===== src/rtl/core/bounded_ordered_list_engine_assert.svh =====
// Assertion macros for the bounded ordered list engine
`ifndef BOUNDED_ORDERED_LIST_ENGINE_ASSERT_SVH
`define BOUNDED_ORDERED_LIST_ENGINE_ASSERT_SVH

// same-cycle implication, checked outside reset
`define BOLE_ASSERT_NOW(label, ante, cons) \
  label: assert property (@(posedge clk) disable iff (rst) (ante) |-> (cons)) \
    else $error("bole assertion failed");

// next-cycle implication, checked outside reset
`define BOLE_ASSERT_NEXT(label, ante, cons) \
  label: assert property (@(posedge clk) disable iff (rst) (ante) |=> (cons)) \
    else $error("bole assertion failed");

`endif


===== src/rtl/core/bole_pkg.sv =====
// Shared types, field widths and command codes of the bounded ordered list engine
`default_nettype none
package bole_pkg;

  localparam int DEPTH_DEF  = 16;
  localparam int DATA_W_DEF = 32;

  localparam int REQ_W  = 4;
  localparam int VAL_W  = 32;
  localparam int POS_W  = 5;
  localparam int CNT_W  = 5;
  localparam int REM_W  = 5;
  localparam int STAT_W = 2;

  localparam logic [REQ_W-1:0] REQ_APPEND     = 4'd0;
  localparam logic [REQ_W-1:0] REQ_PREPEND    = 4'd1;
  localparam logic [REQ_W-1:0] REQ_DROP_LAST  = 4'd2;
  localparam logic [REQ_W-1:0] REQ_DROP_FIRST = 4'd3;
  localparam logic [REQ_W-1:0] REQ_INSERT     = 4'd4;
  localparam logic [REQ_W-1:0] REQ_REMOVE     = 4'd5;
  localparam logic [REQ_W-1:0] REQ_READ       = 4'd6;
  localparam logic [REQ_W-1:0] REQ_WRITE      = 4'd7;
  localparam logic [REQ_W-1:0] REQ_CLEAR      = 4'd8;

  localparam logic [STAT_W-1:0] ST_OK    = 2'd0;
  localparam logic [STAT_W-1:0] ST_FULL  = 2'd1;
  localparam logic [STAT_W-1:0] ST_EMPTY = 2'd2;
  localparam logic [STAT_W-1:0] ST_RANGE = 2'd3;

  typedef struct packed {
    logic [VAL_W-1:0]  read_data;
    logic [CNT_W-1:0]  count;
    logic [REM_W-1:0]  removed;
    logic [STAT_W-1:0] status;
  } res_t;

endpackage
`default_nettype wire


===== src/rtl/core/bounded_ordered_list_engine.sv =====
// Top level of the bounded ordered list engine: sequencer plus result register
`default_nettype none
// Keeps an ordered list of up to DEPTH words in a single-port-write,
// registered-read store and runs one command per input beat. Commands
// that move entries walk the store one entry per cycle. in_ready is low
// while a command runs; the result register lets the next command start
// while the previous result waits on out_ready. No clearing pass runs
// after reset.
module bounded_ordered_list_engine #(
  parameter int DEPTH      = bole_pkg::DEPTH_DEF,
  parameter int DATA_WIDTH = bole_pkg::DATA_W_DEF
) (
  input  logic                              clk,
  input  logic                              rst,
  input  logic                              in_valid,
  output logic                              in_ready,
  input  logic [bole_pkg::REQ_W-1:0]        req_type,
  input  logic signed [bole_pkg::VAL_W-1:0] value,
  input  logic [bole_pkg::POS_W-1:0]        position,
  output logic                              out_valid,
  input  logic                              out_ready,
  output logic signed [bole_pkg::VAL_W-1:0] read_data,
  output logic [bole_pkg::CNT_W-1:0]        count,
  output logic [bole_pkg::REM_W-1:0]        removed,
  output logic [bole_pkg::STAT_W-1:0]       status
);
  import bole_pkg::*;

  logic slot_free;
  logic emit;
  res_t res;
  res_t res_q;

  assign slot_free = !out_valid || out_ready;

  bole_seq #(
    .DEPTH      (DEPTH),
    .DATA_WIDTH (DATA_WIDTH)
  ) u_seq (
    .clk       (clk),
    .rst       (rst),
    .in_valid  (in_valid),
    .in_ready  (in_ready),
    .req_type  (req_type),
    .value     (value),
    .position  (position),
    .slot_free (slot_free),
    .emit      (emit),
    .res       (res)
  );

  always_ff @(posedge clk) begin
    if (rst) begin
      out_valid <= 1'b0;
    end else if (emit) begin
      out_valid <= 1'b1;
    end else if (out_ready) begin
      out_valid <= 1'b0;
    end
  end

  always_ff @(posedge clk) begin
    if (emit) begin
      res_q <= res;
    end
  end

  assign read_data = res_q.read_data;
  assign count     = res_q.count;
  assign removed   = res_q.removed;
  assign status    = res_q.status;

endmodule
`default_nettype wire


===== src/rtl/core/bole_ram.sv =====
// Entry store: one write port, one registered read port
`default_nettype none
module bole_ram #(
  parameter int DEPTH      = bole_pkg::DEPTH_DEF,
  parameter int DATA_WIDTH = bole_pkg::DATA_W_DEF
) (
  input  logic                     clk,
  input  logic                     we,
  input  logic [$clog2(DEPTH)-1:0] waddr,
  input  logic [DATA_WIDTH-1:0]    wdata,
  input  logic                     re,
  input  logic [$clog2(DEPTH)-1:0] raddr,
  output logic [DATA_WIDTH-1:0]    rdata
);

  logic [DATA_WIDTH-1:0] mem [DEPTH];

  always_ff @(posedge clk) begin
    if (we) begin
      mem[waddr] <= wdata;
    end
    if (re) begin
      rdata <= mem[raddr];
    end
  end

endmodule
`default_nettype wire


===== src/rtl/core/bole_seq.sv =====
// Command sequencer: decodes a beat, walks the entry store one entry per cycle
`default_nettype none
module bole_seq #(
  parameter int DEPTH      = bole_pkg::DEPTH_DEF,
  parameter int DATA_WIDTH = bole_pkg::DATA_W_DEF
) (
  input  logic                             clk,
  input  logic                             rst,
  input  logic                             in_valid,
  output logic                             in_ready,
  input  logic [bole_pkg::REQ_W-1:0]       req_type,
  input  logic signed [bole_pkg::VAL_W-1:0] value,
  input  logic [bole_pkg::POS_W-1:0]       position,
  input  logic                             slot_free,
  output logic                             emit,
  output bole_pkg::res_t                   res
);
  import bole_pkg::*;

  localparam int AW = $clog2(DEPTH);
  localparam int CW = $clog2(DEPTH + 1);
  localparam int PW = (CW > POS_W) ? CW : POS_W;

  typedef enum logic [3:0] {
    S_IDLE  = 4'b0001,
    S_WALK  = 4'b0010,
    S_DRAIN = 4'b0100,
    S_FIN   = 4'b1000
  } state_t;

  typedef enum logic [3:0] {
    OP_NONE, OP_TAIL, OP_SHUP, OP_DEC, OP_SHDN, OP_REM, OP_RD, OP_WR, OP_CLR
  } op_t;

  state_t                state;
  op_t                   op;
  logic [CW-1:0]         cnt;
  logic [CW-1:0]         cnt_next;
  logic [CW-1:0]         cnt_m1;
  logic [CW-1:0]         dst;
  logic [CW-1:0]         rem_cnt;
  logic [AW-1:0]         src;
  logic [AW-1:0]         last;
  logic [AW-1:0]         wr_addr;
  logic                  up;
  logic                  pend;
  logic [STAT_W-1:0]     status_q;
  logic [DATA_WIDTH-1:0] word;
  logic [DATA_WIDTH-1:0] rd_word;
  logic [DATA_WIDTH-1:0] w_in;
  logic [PW-1:0]         pos_x;
  logic [PW-1:0]         cnt_x;
  logic                  full;
  logic                  empty;
  logic                  pos_oob;
  logic                  neq;

  logic                  we;
  logic [AW-1:0]         waddr;
  logic [DATA_WIDTH-1:0] wdata;
  logic                  re;
  logic [DATA_WIDTH-1:0] rdata;

  bole_ram #(
    .DEPTH      (DEPTH),
    .DATA_WIDTH (DATA_WIDTH)
  ) u_ram (
    .clk   (clk),
    .we    (we),
    .waddr (waddr),
    .wdata (wdata),
    .re    (re),
    .raddr (src),
    .rdata (rdata)
  );

  assign w_in    = DATA_WIDTH'(value);
  assign pos_x   = PW'(position);
  assign cnt_x   = PW'(cnt);
  assign full    = (cnt == CW'(DEPTH));
  assign empty   = (cnt == '0);
  assign pos_oob = (pos_x >= cnt_x);
  assign cnt_m1  = cnt - CW'(1);
  assign neq     = (rdata != word);

  assign in_ready = (state == S_IDLE);
  assign emit     = (state == S_FIN) && slot_free;
  assign re       = (state == S_WALK);

  // store write: moves during the walk, the final word at finish
  always_comb begin
    we    = 1'b0;
    waddr = dst[AW-1:0];
    wdata = rdata;
    priority if (pend && (op == OP_SHUP || op == OP_SHDN || (op == OP_REM && neq))) begin
      we = 1'b1;
    end else if (emit && (op == OP_TAIL || op == OP_SHUP || op == OP_WR)) begin
      we    = 1'b1;
      waddr = wr_addr;
      wdata = word;
    end else begin
      we = 1'b0;
    end
  end

  always_comb begin
    unique case (op)
      OP_TAIL, OP_SHUP: cnt_next = cnt + CW'(1);
      OP_DEC, OP_SHDN:  cnt_next = cnt_m1;
      OP_REM:           cnt_next = dst;
      OP_CLR:           cnt_next = '0;
      default:          cnt_next = cnt;
    endcase
  end

  assign res.read_data = VAL_W'(rd_word);
  assign res.count     = CNT_W'(cnt_next);
  assign res.removed   = REM_W'(rem_cnt);
  assign res.status    = status_q;

  always_ff @(posedge clk) begin
    if (rst) begin
      state <= S_IDLE;
      cnt   <= '0;
      pend  <= 1'b0;
    end else begin
      unique case (state)
        S_IDLE: begin
          if (in_valid) begin
            word     <= w_in;
            status_q <= ST_OK;
            rem_cnt  <= '0;
            rd_word  <= '0;
            dst      <= '0;
            up       <= 1'b1;
            src      <= '0;
            last     <= AW'(cnt_m1);
            wr_addr  <= AW'(position);
            op       <= OP_NONE;
            state    <= S_FIN;
            unique case (req_type)
              REQ_APPEND, REQ_PREPEND, REQ_INSERT: begin
                if (full) begin
                  status_q <= ST_FULL;
                end else if (req_type == REQ_APPEND || empty ||
                             (req_type == REQ_INSERT && pos_oob)) begin
                  op      <= OP_TAIL;
                  wr_addr <= AW'(cnt);
                end else begin
                  // shift the tail up by one, last entry first
                  op    <= OP_SHUP;
                  src   <= AW'(cnt_m1);
                  up    <= 1'b0;
                  dst   <= cnt;
                  state <= S_WALK;
                  if (req_type == REQ_PREPEND) begin
                    last    <= '0;
                    wr_addr <= '0;
                  end else begin
                    last <= AW'(position);
                  end
                end
              end
              REQ_DROP_LAST: begin
                if (empty) begin
                  status_q <= ST_EMPTY;
                end else begin
                  op <= OP_DEC;
                end
              end
              REQ_DROP_FIRST: begin
                if (empty) begin
                  status_q <= ST_EMPTY;
                end else if (cnt == CW'(1)) begin
                  op <= OP_DEC;
                end else begin
                  op    <= OP_SHDN;
                  src   <= AW'(1);
                  state <= S_WALK;
                end
              end
              REQ_REMOVE: begin
                if (!empty) begin
                  op    <= OP_REM;
                  state <= S_WALK;
                end
              end
              REQ_READ: begin
                if (pos_oob) begin
                  status_q <= ST_RANGE;
                end else begin
                  op    <= OP_RD;
                  src   <= AW'(position);
                  last  <= AW'(position);
                  state <= S_WALK;
                end
              end
              REQ_WRITE: begin
                if (pos_oob) begin
                  status_q <= ST_RANGE;
                end else begin
                  op <= OP_WR;
                end
              end
              REQ_CLEAR: begin
                op <= OP_CLR;
              end
              default: begin
                op <= OP_NONE;
              end
            endcase
          end
        end
        S_WALK: begin
          pend <= 1'b1;
          if (src == last) begin
            state <= S_DRAIN;
          end else begin
            src <= up ? src + AW'(1) : src - AW'(1);
          end
        end
        S_DRAIN: begin
          pend  <= 1'b0;
          state <= S_FIN;
        end
        S_FIN: begin
          if (slot_free) begin
            cnt   <= cnt_next;
            state <= S_IDLE;
          end
        end
        default: begin
          state <= S_IDLE;
        end
      endcase

      // read data of the previous cycle's walk step lands here
      if (pend) begin
        unique case (op)
          OP_SHUP: dst <= dst - CW'(1);
          OP_SHDN: dst <= dst + CW'(1);
          OP_REM: begin
            if (neq) begin
              dst <= dst + CW'(1);
            end else begin
              rem_cnt <= rem_cnt + CW'(1);
            end
          end
          OP_RD:   rd_word <= rdata;
          default: ;
        endcase
      end
    end
  end

`include "bounded_ordered_list_engine_assert.svh"

  `BOLE_ASSERT_NOW(a_drain_has_data, state == S_DRAIN, pend)
  `BOLE_ASSERT_NOW(a_idle_no_pend, state == S_IDLE, !pend)
  `BOLE_ASSERT_NOW(a_walk_no_overlap, state == S_WALK && we, waddr != src)
  `BOLE_ASSERT_NEXT(a_fin_returns, state == S_FIN && slot_free, state == S_IDLE)
  `BOLE_ASSERT_NOW(a_cnt_bound, 1'b1, cnt <= CW'(DEPTH))

endmodule
`default_nettype wire


===== config.mk =====
export PLATFORM = sky130hd
export DESIGN_NAME = bounded_ordered_list_engine
export DESIGN_NICKNAME = d
export VERILOG_FILES = /design/src/rtl/core/bole_pkg.sv /design/src/rtl/core/bounded_ordered_list_engine.sv /design/src/rtl/core/bole_ram.sv /design/src/rtl/core/bole_seq.sv
export VERILOG_INCLUDE_DIRS = /design/src /design/src/rtl/core
export SDC_FILE = /design/constraint.sdc
export NUM_CORES = 1
export LEC_CHECK = 0
export BUFFER_PORTS_ARGS = -buffer_cell sky130_fd_sc_hd__buf_2
export CORE_MARGIN = 2
export CORE_UTILIZATION = 27
export CTS_CLUSTER_SIZE = 10
export DETAILED_ROUTE_END_ITERATION = 16
export GPL_ROUTABILITY_DRIVEN = 0
export SYNTH_ARGS = -nofsm -noshare
export SYNTH_HDL_FRONTEND = slang
export SYNTH_HIERARCHICAL = 1
export SYNTH_SLANG_ARGS = --single-unit

===== constraint.sdc =====
create_clock -name clk -period 5.65 [get_ports clk]
set_clock_uncertainty 0.15 [all_clocks]
set_input_delay 1.13 -clock clk [delete_from_list [all_inputs] [get_ports clk]]
set_output_delay 1.13 -clock clk [all_outputs]
set_load 0.01 [all_outputs]

Word-level counts from Yosys, hierarchy flattened --
Memory sizes are Yosys's and may differ from the RTL's. A register that Yosys moved wholly into a read port is not among the register bits. Cells that the tools add are included. W data, S select, Z words.
Storage, ports and cells: register bits 148, logic and storage cells 157, memories kept 1, bits in latches 0, bits of input ports 45, memory bits (read-only) 0, output and inout bits 46, RAM bits 512
Operators by class: reductions and logical operators 28, $add $sub $neg 7, $lt $le $gt $ge 1, eq/ne operators 28, shift-type cells 0, bitwise logic cells 2, muxes and demuxes 72, $mul 0, div/mod/pow operators 0
Memory list:
- u_seq.u_ram.mem | depth 16, bits a word 32, read ports 1, clocked after Yosys merged registers in 1, wr ports 1, RTL line bole_ram.sv:16 | logic [DATA_WIDTH-1:0] mem [DEPTH];
Operator list (count):
- $mux W32 | 6
- $mux W4 | 27
- $mux W5 | 12
- $eq A4 B3 Y1 const B | 9
- $ne A32 B32 Y1 | 1
- $pmux W4 S4 | 2
- $pmux W4 S7 | 1
- $eq A4 B2 Y1 const B | 5
- $pmux W5 S4 | 1
- $pmux W4 S2 | 2
- $add A5 B1 Y5 const B | 3
- $pmux W5 S3 | 1
- $eq A4 B1 Y1 const B | 3
- $eq A4 B4 Y1 const B | 3
- $mux W3 | 4
- $pmux W4 S3 | 1
- $reduce_or A2 Y1 | 5
- $sub A5 B1 Y5 const B | 2
- $mux W1 | 9
- $mux W2 | 4
- $logic_or A1 B1 Y1 | 7
- $ne A2 B2 Y1 const B | 3
- $pmux W2 S3 | 1
- $reduce_and A3 Y1 | 2
- 17 further kinds | 24

Depth between registers and ports, before layout --
Gate-level depths: netlist (run 1).
depth in word-level cells 11, depth in mapped cells 10, depth with buffers taken out 9

Hierarchy --
The synthesis (run 1) kept the hierarchy.
Modules (own cells, without submodules):
- bole_ram | instances 1, seq. area each 16335.7 sq um, area an instance 20155.6 sq um, cells an instance 838
- bole_seq | instances 1, seq. area each 2992.9 sq um, area an instance 6219.7 sq um, cells an instance 604
- bounded_ordered_list_engine | instances 1, seq. area each 1341.3 sq um, area an instance 1367.6 sq um, cells an instance 48

Worst setup path after synthesis (run 1) --
Ideal clock, no wire load.
path type input to register, start point input port out_ready, end point memory u_seq/u_ram/mem[0][0] (netlist name) (enable), setup slack 190 ps, setup time 461 ps, arrival 4849 ps, stages 7, path through nand2b_4 > nand2_1 > nor3_2 > o21ai_4 > mux2_2 > or3b_2 > nor3_1
RTL lines:
- from (decl) | RTL line bounded_ordered_list_engine.sv:21 | input logic out_ready,
- $logic_or A1 B1 Y1 | RTL line bounded_ordered_list_engine.sv:34 | assign slot_free = !out_valid || out_ready;
- $logic_and A1 B1 Y1 | RTL line bole_seq.sv:87 | assign emit = (state == S_FIN) && slot_free;
- $logic_and A1 B1 Y1 | RTL line bole_seq.sv:97 | end else if (emit && (op == OP_TAIL || op == OP_SHUP || op == OP_WR)) begin
- $mux W4 | RTL line bole_seq.sv:97
- $mux W4 | RTL line bole_seq.sv:95 | priority if (pend && (op == OP_SHUP || op == OP_SHDN || (op == OP_REM && neq))) begin
- via u_seq.waddr[2] | RTL line bole_seq.sv:59 | logic [AW-1:0] waddr;
- to (decl) | RTL line bole_ram.sv:16
The timed path passes the listed nets, and every way through them passes these cells.

Worst setup path after layout (run 1) --
start point register u_seq.op[2], end point memory u_seq/u_ram/mem[6][19] (netlist name) (enable)
RTL lines:
- from (decl) | RTL line bole_seq.sv:36 | op_t op;
- from (signal assigned) | RTL line bole_seq.sv:139 | op <= OP_NONE;
- from (signal assigned) | RTL line bole_seq.sv:147 | op <= OP_TAIL;
- from (signal assigned) | RTL line bole_seq.sv:151 | op <= OP_SHUP;
- $eq A4 B1 Y1 / $eq A4 B2 Y1 (equally long branches) | RTL line bole_seq.sv:97, bole_seq.sv:95
- $logic_or A1 B1 Y1 (2 in series) | RTL line bole_seq.sv:97
- $logic_and A1 B1 Y1 | RTL line bole_seq.sv:97
- $mux W4 | RTL line bole_seq.sv:97
- $mux W4 (*) | RTL line bole_seq.sv:95
- via u_seq.waddr[0] | RTL line bole_seq.sv:59
The timed path passes the listed nets; every way through them passes the cells marked *.

==> results of run 1 <==
## critical path, stage by stage (launching register included)
cell      delay, ps
edfxtp_1        800
nor2b_1         320
a21oi_1          80
or3b_4          440
o21ai_4         400
buf_4           460
mux2_2          470
nand2b_1        360
nor2_4          540
buf_4           360
## cell type report
type                       instances  share of cell area
inverter                          19             0.00222
timing repair buffer             121              0.0239
tap                             1368              0.0532
clock buffer                      87              0.0637
clock inverter                     8             0.00389
sequential                       692               0.642
multi-input combinational        704               0.211
## cell families (layout without fill, tap and decap cells)
logic type,after synthesis,count (layout),share of synthesized area
simple gates,293,293,0.0509
fa+ha+maj,16,16,0.00740
buf+inv,94,235,0.0156
compound gates,178,178,0.0454
xor+xnor,46,46,0.0145
flops,692,692,0.745
mux,171,171,0.121
## cell usage in the layout, fill, tap and decap left out, types with 5 or more instances in the layout
cell type	count
edfxtp_1	681
clkbuf_16	81
inv_1	15
or3b_2	5
nand4_1	8
nor2_1	18
a21oi_1	22
xor2_1	7
o211ai_1	5
a211oi_1	5
mux4_2	128
nor2_4	14
nand3_1	47
dfxtp_1	11
nand2b_1	17
clkbuf_1	6
buf_12	7
nor3_2	6
ha_1	14
xnor2_1	39
mux2_2	39
a22oi_1	68
o21a_1	5
o22ai_1	6
buf_4	24
a22o_1	7
nand2_1	134
nor3_1	11
buf_2	90
o21ai_0	24
## state kept, by name, summed over array words and instances, names as in the netlist
register and cells:
u_seq/status_q 2, u_seq/rd_word 32, u_seq/u_ram/mem 512, count 5
u_seq/rem_cnt 5, u_seq/wr_addr 4, u_seq/last 4, u_seq/up 1
u_seq/src 4, u_seq/dst 5, read_data 32, u_seq/cnt 5
u_seq/op 4, u_seq/word 32, removed 5, u_seq/state 4
out_valid 1, u_seq/u_ram/rdata 32, u_seq/pend 1, status 2
## how the worst max path moves through the flow
| stage | endpoint | slack, ps | cells past startpoint |
|---|---|---|---|
| 6_report | u_seq/u_ram/mem[6][19] | 940 | 9 |
| 5_1_grt | u_seq/u_ram/mem[6][19] | 680 | 9 |
| 4_1_cts | u_seq/u_ram/mem[10][28] | 980 | 9 |
| 3_5_place_dp | u_seq/u_ram/mem[10][6] | 950 | 10 |
| 3_3_place_gp | u_seq/u_ram/mem[6][17] | 1040 | 10 |
| 2_1_floorplan | u_seq/u_ram/mem[0][0] | 190 | 7 |
## power by group
group          total, mW  internal (mW)  switching [mW]
registers           5.80           5.72          0.0794
clock network       4.52           2.60            1.91
logic              0.677          0.261           0.416
## through the flow
stage	cells	total power, mW	instance area (um2)	hold slack [ps]
4_1_cts	2999	11.1	32200	271
5_1_grt	2999	11.4	32200	281
2_1_floorplan	1490	6.33	27700	250
3_3_place_gp	2904	6.56	30000	253
3_5_place_dp	2904	6.58	30000	257
6_report	2999	11.0	32200	272
## routing by layer
layer  vias up  part of all wire  routed length [um]
met4         2             0.020                1380
met1      7622              0.43               30400
li1       6240                 -                   -
met2       703              0.45               31700
met3       115             0.092                6450
met5         -           0.00013                   9
==> metrics.cfg, run 1 <==
[grt]
grt_max_degree=132
met1_usage=0.185
grt_use_met2=0.197
grt_overflow_total=0
antenna_found_initial=2
track_usage=0.131
grt_pass1_wl_um=102000
grt_pass1_vias=14949
grt.busiest_layer=met2
grtUsageMet3=0.0365

[yosys]
synth-async-reset-ratio=0
synth.area.top_cells=edfxtp_1 (74%), mux4_2 (10%), a22oi_1 (1.8%)
synth_common_cells=edfxtp_1 (681), nand2_1 (135), mux4_2 (128)
synth_top_area_frac=0.737
yosysWarnings=6
netlist_area_um2=27700
yosysUniqueCellTypes=76
synth_seq_cells=692
syn_inst=1490
synth.net_count=1550
synth_most_common_cell=edfxtp_1
ys.flop_type=edfxtp_1
synth_top_cell_by_area=edfxtp_1
synth_seq_area_share=0.745
syn_area_per_cell_um2=18.6
synth_edf_count=681

[routing]
ant_nets=0
drt_wl_total_um=69900
avgViaCountPerCell=4.90
avgRoutedWirePerCell_um=23.3
vias=14682
drc=0
firstDrtPassIters=7
drtIter0Drc=1726

[clock_network]
cts_tree=yes
cts_made_buffers=80
clk_pin_slew_ps=60
cts_resized=0
numClockSinks=692
h-tree-depth=3
clk_latency_ps=630
clock_path_buffers=3
cts_hold_buf=0
post-cts-setup-buffers=0
root_buffer=clkbuf_16

[cells_and_area]
final_util=0.316
fillers=9844
diodes=0
multi_input_area_um2=6790
syn_to_final_growth_pct=16.0
ff_latch_area_um2=20700
fin_nets=1678
drive_above_1_share=0.259

[setup_path]
crit_required_ps=5800
worstPathArrival_ps=4860
cp-end-kind=flop
critPathLaunch=u_seq/op[2]
r2r_end=u_seq/u_ram/mem[6][19]
r2r_cells=9
r2r_setup_slack_ps=940
crit_path_start_kind=flop
criticalPathCategory=flop to flop
reg2reg_from=u_seq/op[2]
critical_path.max_fanout=27

[outcome]
status=complete, no violations

[power]
total_leakage_power_nw=10.2
powerDensity_nw_per_um2=342
max-vdd-ir-drop_uv=210

[place]
dp_hpwl_um=42100
pre_cts_ws_ps=948
io_buffers=90

[timing]
max-slew-margin-rel=0.220
worst_pin_slew_ps=1170
setup-violations-final=0
fin_crit_ps=4710
tns_ps=0
fmax_mhz=212
fin_ws_ps=937
finalHoldViolCount=0
rsz0062_at_grt=false
slew_violations=0
min_period_over_period=0.834

[die]
rows=117
io_pins=91
dieWidth_um=325
die_h_um=325
core_area_um2=102000
die_area_um2=105000
initial_utilization=0.272

[hold_path]
hp-class=flop to flop
hold_end=status[0]
min_from=u_seq/status_q[0]
hold-path-cell-count=0

[flow_run]
max_cap_viol_count=0

Note: power is estimated with default switching activity, not from simulation.
==> inputs of run 2 (changes only) <==
Clock period 5.65 ns to 4 ns, I/O delays scaled along.
==> run 2 against run 1 <==
Net effect: core utilization rose by 0.64 points; total power rose by 42%; final area rose by 2.0%.
==> metrics.cfg, run 2 (synthesis results as in run 1) <==
[setup_path]
critPathLaunch=u_seq/u_ram/rdata[19]  ; was u_seq/op[2]
reg2reg_from=u_seq/u_ram/rdata[19]  ; was u_seq/op[2]
critPathMaxStageDelay_ps=550  ; was 800 ps
slowest_stage=or3b_2  ; was edfxtp_1
crit_required_ps=4150  ; was 5800 ps
crit_path_start_kind=flop  ; unchanged
crit_chain=xnor2_1, nand3_1, nor3_1, buf_4, and3_1, o21ai_4, mux2_2, or3b_2, buf_12, nor2_4, buf_4  ; was nor2b_1, a21oi_1, or3b_4, o21ai_4, buf_4, mux2_2, nand2b_1, nor2_4, buf_4
path_delay_family=simple AND/OR/NAND/NOR gates  ; unchanged
worst-path-buf-inv=3  ; was 2
worstPathArrival_ps=4030  ; was 4860 ps
cp-end-kind=flop  ; unchanged
criticalPathCategory=flop to flop  ; unchanged
critical_path.max_fanout=12  ; was 27
cpMostUsedCell=buf_4  ; unchanged

[cells_and_area]
final_util=0.322  ; was 0.316
mostFrequentLayoutCell=edfxtp_1  ; unchanged
regMostFlops=u_seq/u_ram/mem  ; unchanged
final_cell_mix=edfxtp_1 (681), nand2_1 (134), mux4_2 (128)  ; unchanged
syn_to_final_growth_pct=18.4  ; was 16.0%
fillers=9785  ; was 9844
fin_nets=1727  ; was 1678
largest_reg_flops=512  ; unchanged
drive_above_1_share=0.281  ; was 0.259

[routing]
top_layer=met5  ; unchanged
drc=0  ; unchanged
firstDrtPassIters=5  ; was 7
ant_nets=0  ; unchanged
drt_wl_total_um=70600  ; was 69900 um
wl_met2_um=31400  ; was 31700 um
drtIter0Drc=1592  ; was 1726
met1Wirelength_um=31000  ; was 30400 um
wl_met3_um=6410  ; was 6450 um
vias=14691  ; was 14682
avgRoutedWirePerCell_um=23.1  ; was 23.3 um
avgViaCountPerCell=4.81  ; was 4.90

[power]
max-vdd-ir-drop_uv=294  ; was 210 uV
total_leakage_power_nw=10.5  ; was 10.2 nW
powerDensity_nw_per_um2=474  ; was 342 nW/um2

[timing]
worst_pin_slew_ps=1180  ; was 1170 ps
setup-violations-final=0  ; unchanged
fmax_mhz=257  ; was 212 MHz
min_period_over_period=0.971  ; was 0.834
tns_ps=0  ; unchanged
rsz0062_at_grt=false  ; unchanged
fin_crit_ps=3880  ; was 4710 ps
finalHoldViolCount=0  ; unchanged
slew_violations=0  ; unchanged
max-slew-margin-rel=0.211  ; was 0.220

[die]
die_area_um2=105000  ; unchanged
die_h_um=325  ; unchanged
rows=117  ; unchanged
core_area_um2=102000  ; unchanged
dieWidth_um=325  ; unchanged
io_pins=91  ; unchanged
initial_utilization=0.272  ; unchanged

[grt]
grt_overflow_total=0  ; unchanged
antenna_found_initial=3  ; was 2
grt_pass1_wl_um=103000  ; was 102000 um
grt_pass1_vias=14934  ; was 14949
track_usage=0.132  ; was 0.131
grt_max_degree=67  ; was 132

[hold_path]
hp-class=input pin to flop  ; was flop to flop
min_from=value[24]  ; was u_seq/status_q[0]

[clock_network]
cts_tree=yes  ; unchanged
cts_made_buffers=80  ; unchanged
clk_pin_slew_ps=50  ; was 60 ps
cts_hold_buf=0  ; unchanged
clk_latency_ps=630  ; about the same
numClockSinks=692  ; unchanged
root_buffer=clkbuf_16  ; unchanged
post-cts-setup-buffers=0  ; unchanged
clock_path_buffers=3  ; unchanged
h-tree-depth=3  ; unchanged

[place]
io_buffers=90  ; unchanged
dp_hpwl_um=45100  ; was 42100 um

[outcome]
status=complete, no violations  ; unchanged

[flow_run]
max_cap_viol_count=0  ; unchanged

## run 2: cell types whose count changed in the layout (fill, tap and decap cells not counted), sizes merged
| cell | change |
|---|---|
| inv | -1 |
| clkinv | +5 |
| buf | +49 |
| bufinv | -1 |
| clkbuf | +3 |
| diode | +1 |
## run 2: what timing repair did
item | CTS | global route
endpoints found under the setup margin | 15 | 0
hold endpoints to repair | 0 | 0
gates resized for setup | 2 | 0
## run 2: cell type report
type,count,area (um2),share of cell area
Clock buffer,90,2080,0.0634
Clock inverter,11,101,0.00309
Antenna cell,1,2.50,0.0000762
Inverter,19,71.3,0.00217
Multi-Input combinational cell,704,6830,0.208
Tap cell,1368,1710,0.0521
Sequential cell,692,20700,0.629
Timing Repair Buffer,170,1380,0.0419
## run 2: metrics by stage
| stage | area, um2 | std cells | setup slack [ps] | power [mW] | hold slack (ps) |
|---|---|---|---|---|---|
| CTS | 32800 | 3054 | 149 | 15.7 | 173 |
| detailed placement | 30600 | 2953 | -6.36 | 9.35 | 263 |
| global route | 32800 | 3054 | 4.38 | 16.1 | 185 |
| global placement | 30600 | 2953 | 35.0 | 9.33 | 252 |
| floorplan | 27800 | 1490 | -311 | 8.95 | 250 |
| finish | 32800 | 3055 | 116 | 15.6 | 211 |
## run 2: where the power goes
group,total [mW],internal (mW),switching (mW)
Combinational,1.02,0.404,0.613
Clock,6.36,3.66,2.71
Sequential,8.19,8.08,0.104
## run 2: path summary, 6_finish.rpt
check                          endpoint  slack, ps  cells past startpoint
setup / recovery  u_seq/u_ram/mem[1][4]        120                     11
hold / removal           u_seq/word[24]        210                      1
setup reg to reg  u_seq/u_ram/mem[1][4]        120                     11
hold reg to reg               status[0]        270                      0
## run 2: routing by layer
layer / up-vias / GRT usage
li1: 6355 / -
met1: 7606 / 0.187
met2: 625 / 0.197
met3: 103 / 0.0379
met4: 2 / 0.0387
met5: - / 0
==> inputs of run 3 (changes only) <==
Settings changed: CORE_ASPECT_RATIO from default to 1.2.
==> run 3 against run 2 <==
Net effect: non-clock buffer count is 13 lower; die area about the same; critical path depth fell by 1; clock power increased by 3%; fmax up 2.3%; first-iteration DRC count up 19%; worst setup slack improved by 88 ps; wire length rose by 5.0%; register-to-register slack better by 90 ps; core utilization hardly changed; total power grew 1.4%; via count rose by 1.3%; critical path type unchanged; critical endpoint is now u_seq/u_ram/mem[0][18]; highest routed layer unchanged.
==> metrics.cfg, run 3 (synthesis results as in run 1) <==
[hold_path]
hold_end=u_seq/word[8]  ; was u_seq/word[24]
hold-path-cell-count=1  ; unchanged
min_from=value[8]  ; was value[24]
hp-class=input pin to flop  ; unchanged

[place]
dp_hpwl_um=48800  ; was 45100 um
dp_cells=2937  ; was 2953
io_buffers=90  ; unchanged
pre_cts_ws_ps=254  ; was -6.36 ps

[setup_path]
crit_path_start_kind=flop  ; unchanged
criticalPathCategory=flop to flop  ; unchanged
worstPathArrival_ps=3950  ; was 4030 ps
cpMostUsedCell=buf_4  ; unchanged
critical_path.max_fanout=12  ; unchanged
crit_required_ps=4150  ; about the same
cp-end-kind=flop  ; unchanged
slowest_stage=or3b_2  ; unchanged
r2r_cells=10  ; was 11
crit_chain=xnor2_1, nand4_1, nor3_1, buf_4, and3_1, o21ai_4, mux2_2, or3b_2, nor3_4, buf_4  ; was xnor2_1, nand3_1, nor3_1, buf_4, and3_1, o21ai_4, mux2_2, or3b_2, buf_12, nor2_4, buf_4
r2r_setup_slack_ps=200  ; was 120 ps
reg2reg_from=u_seq/word[23]  ; was u_seq/u_ram/rdata[19]
r2r_end=u_seq/u_ram/mem[0][18]  ; was u_seq/u_ram/mem[1][4]
critPathMaxStageDelay_ps=610  ; was 550 ps

[timing]
worst_pin_slew_ps=1110  ; was 1180 ps
whs_ps=223  ; was 211 ps
slew_violations=0  ; unchanged
setup-violations-final=0  ; unchanged
fin_crit_ps=3800  ; was 3880 ps
fmax_mhz=263  ; was 257 MHz
finalHoldViolCount=0  ; unchanged
fin_ws_ps=204  ; was 116 ps
min_period_over_period=0.949  ; was 0.971
rsz0062_at_grt=false  ; unchanged
max-slew-margin-rel=0.255  ; was 0.211

[grt]
grt_max_degree=64  ; was 67
antenna_found_initial=8  ; was 3
grt_pass1_wl_um=106000  ; was 103000 um
grt_overflow_total=0  ; unchanged
grt_pass1_vias=14738  ; was 14934
track_usage=0.140  ; was 0.132

[clock_network]
post-cts-setup-buffers=0  ; unchanged
clock_path_buffers=3  ; unchanged
numClockSinks=692  ; unchanged
cts_hold_buf=0  ; unchanged
clk_latency_ps=630  ; about the same
cts_tree=yes  ; unchanged
root_buffer=clkbuf_16  ; unchanged
cts_resized=0  ; was 2
cts_made_buffers=81  ; was 80
clk_pin_slew_ps=50  ; about the same
h-tree-depth=3  ; unchanged

[die]
dieWidth_um=297  ; was 325 um
die_h_um=355  ; was 325 um
rows=128  ; was 117
core_area_um2=102000  ; about the same
die_area_um2=105000  ; about the same
io_pins=91  ; unchanged
initial_utilization=0.273  ; was 0.272

[cells_and_area]
fin_nets=1715  ; was 1727
stdcell_count=3044  ; was 3055
final_cell_mix=edfxtp_1 (681), nand2_1 (134), mux4_2 (128)  ; unchanged
syn_to_final_growth_pct=18.1  ; was 18.4%
drive_above_1_share=0.276  ; was 0.281
diodes=0  ; was 1
final_util=0.322  ; about the same
fillers=9637  ; was 9785
largest_reg_flops=512  ; unchanged
mostFrequentLayoutCell=edfxtp_1  ; unchanged
regMostFlops=u_seq/u_ram/mem  ; unchanged

[flow_run]
max_cap_viol_count=0  ; unchanged

[routing]
drc=0  ; unchanged
avgRoutedWirePerCell_um=24.3  ; was 23.1 um
drtIter0Drc=1898  ; was 1592
ant_nets=0  ; unchanged
firstDrtPassIters=7  ; was 5
vias=14877  ; was 14691
avgViaCountPerCell=4.89  ; was 4.81
drt_wl_total_um=74100  ; was 70600 um

[power]
max-vdd-ir-drop_uv=281  ; was 294 uV
powerDensity_nw_per_um2=481  ; was 474 nW/um2
total_leakage_power_nw=10.5  ; about the same

[outcome]
status=complete, no violations  ; unchanged

## run 3: cell count changes in the layout (fill, tap and decap cells not counted), moves of 2 or more
cell	delta
clkinv_16	+2
buf_12	-4
buf_4	-9
clkbuf_1	+3
clkinv_1	-2
xnor2_2	-2
xnor2_1	+2
clkinv_2	+2
## run 3: cell type report
cell class	instances	area (um2)	share of cell area
clock buffer	94	2110	0.0643
tap	1365	1710	0.0521
inverter	19	71.3	0.00218
timing repair buffer	157	1230	0.0375
multi-input combinational	704	6810	0.208
sequential	692	20700	0.631
clock inverter	13	178	0.00542
## run 3: worst max path at each step
stage                                   to  depth (start not counted)             startpoint
global placement    u_seq/u_ram/mem[0][24]                         10  u_seq/u_ram/rdata[23]
finish              u_seq/u_ram/mem[0][18]                         10         u_seq/word[23]
detailed placement  u_seq/u_ram/mem[0][25]                         10         u_seq/word[23]
CTS                 u_seq/u_ram/mem[0][17]                         10  u_seq/u_ram/rdata[23]
global route        u_seq/u_ram/mem[0][23]                         10  u_seq/u_ram/rdata[23]
floorplan            u_seq/u_ram/mem[1][0]                          8            u_seq/op[0]
## run 3: power breakdown
part,leakage (nW),internal [mW],switching (mW),total [mW]
Sequential,6.27,8.08,0.108,8.19
Clock,1.11,3.78,2.77,6.55
Combinational,3.09,0.396,0.642,1.04
## run 3: critical path: cells and delay by family (launching register included)
family | cells | cell delay (ps)
compound gates | 1 | 110
xor+xnor | 1 | 340
buf+inv | 2 | 420
flops | 1 | 410
mux | 1 | 340
simple gates | 5 | 1680
## run 3: through the flow
step           total power, mW  instance area, um2  TNS, ps
6_report                  15.8               32800        0
3_3_place_gp              9.35               30500        0
5_1_grt                   16.3               32800        0
3_5_place_dp              9.38               30500        0
4_1_cts                   16.0               32800        0
2_1_floorplan             8.95               27800   -35820
## run 3: metal layers
metal | GRT usage | vias to the layer above | routed length [um]
li1 | - | 6321 | -
met1 | 0.193 | 7810 | 31100
met2 | 0.223 | 653 | 35600
met3 | 0.0311 | 87 | 6110
met4 | 0.0326 | 6 | 1240
met5 | 0 | - | 32
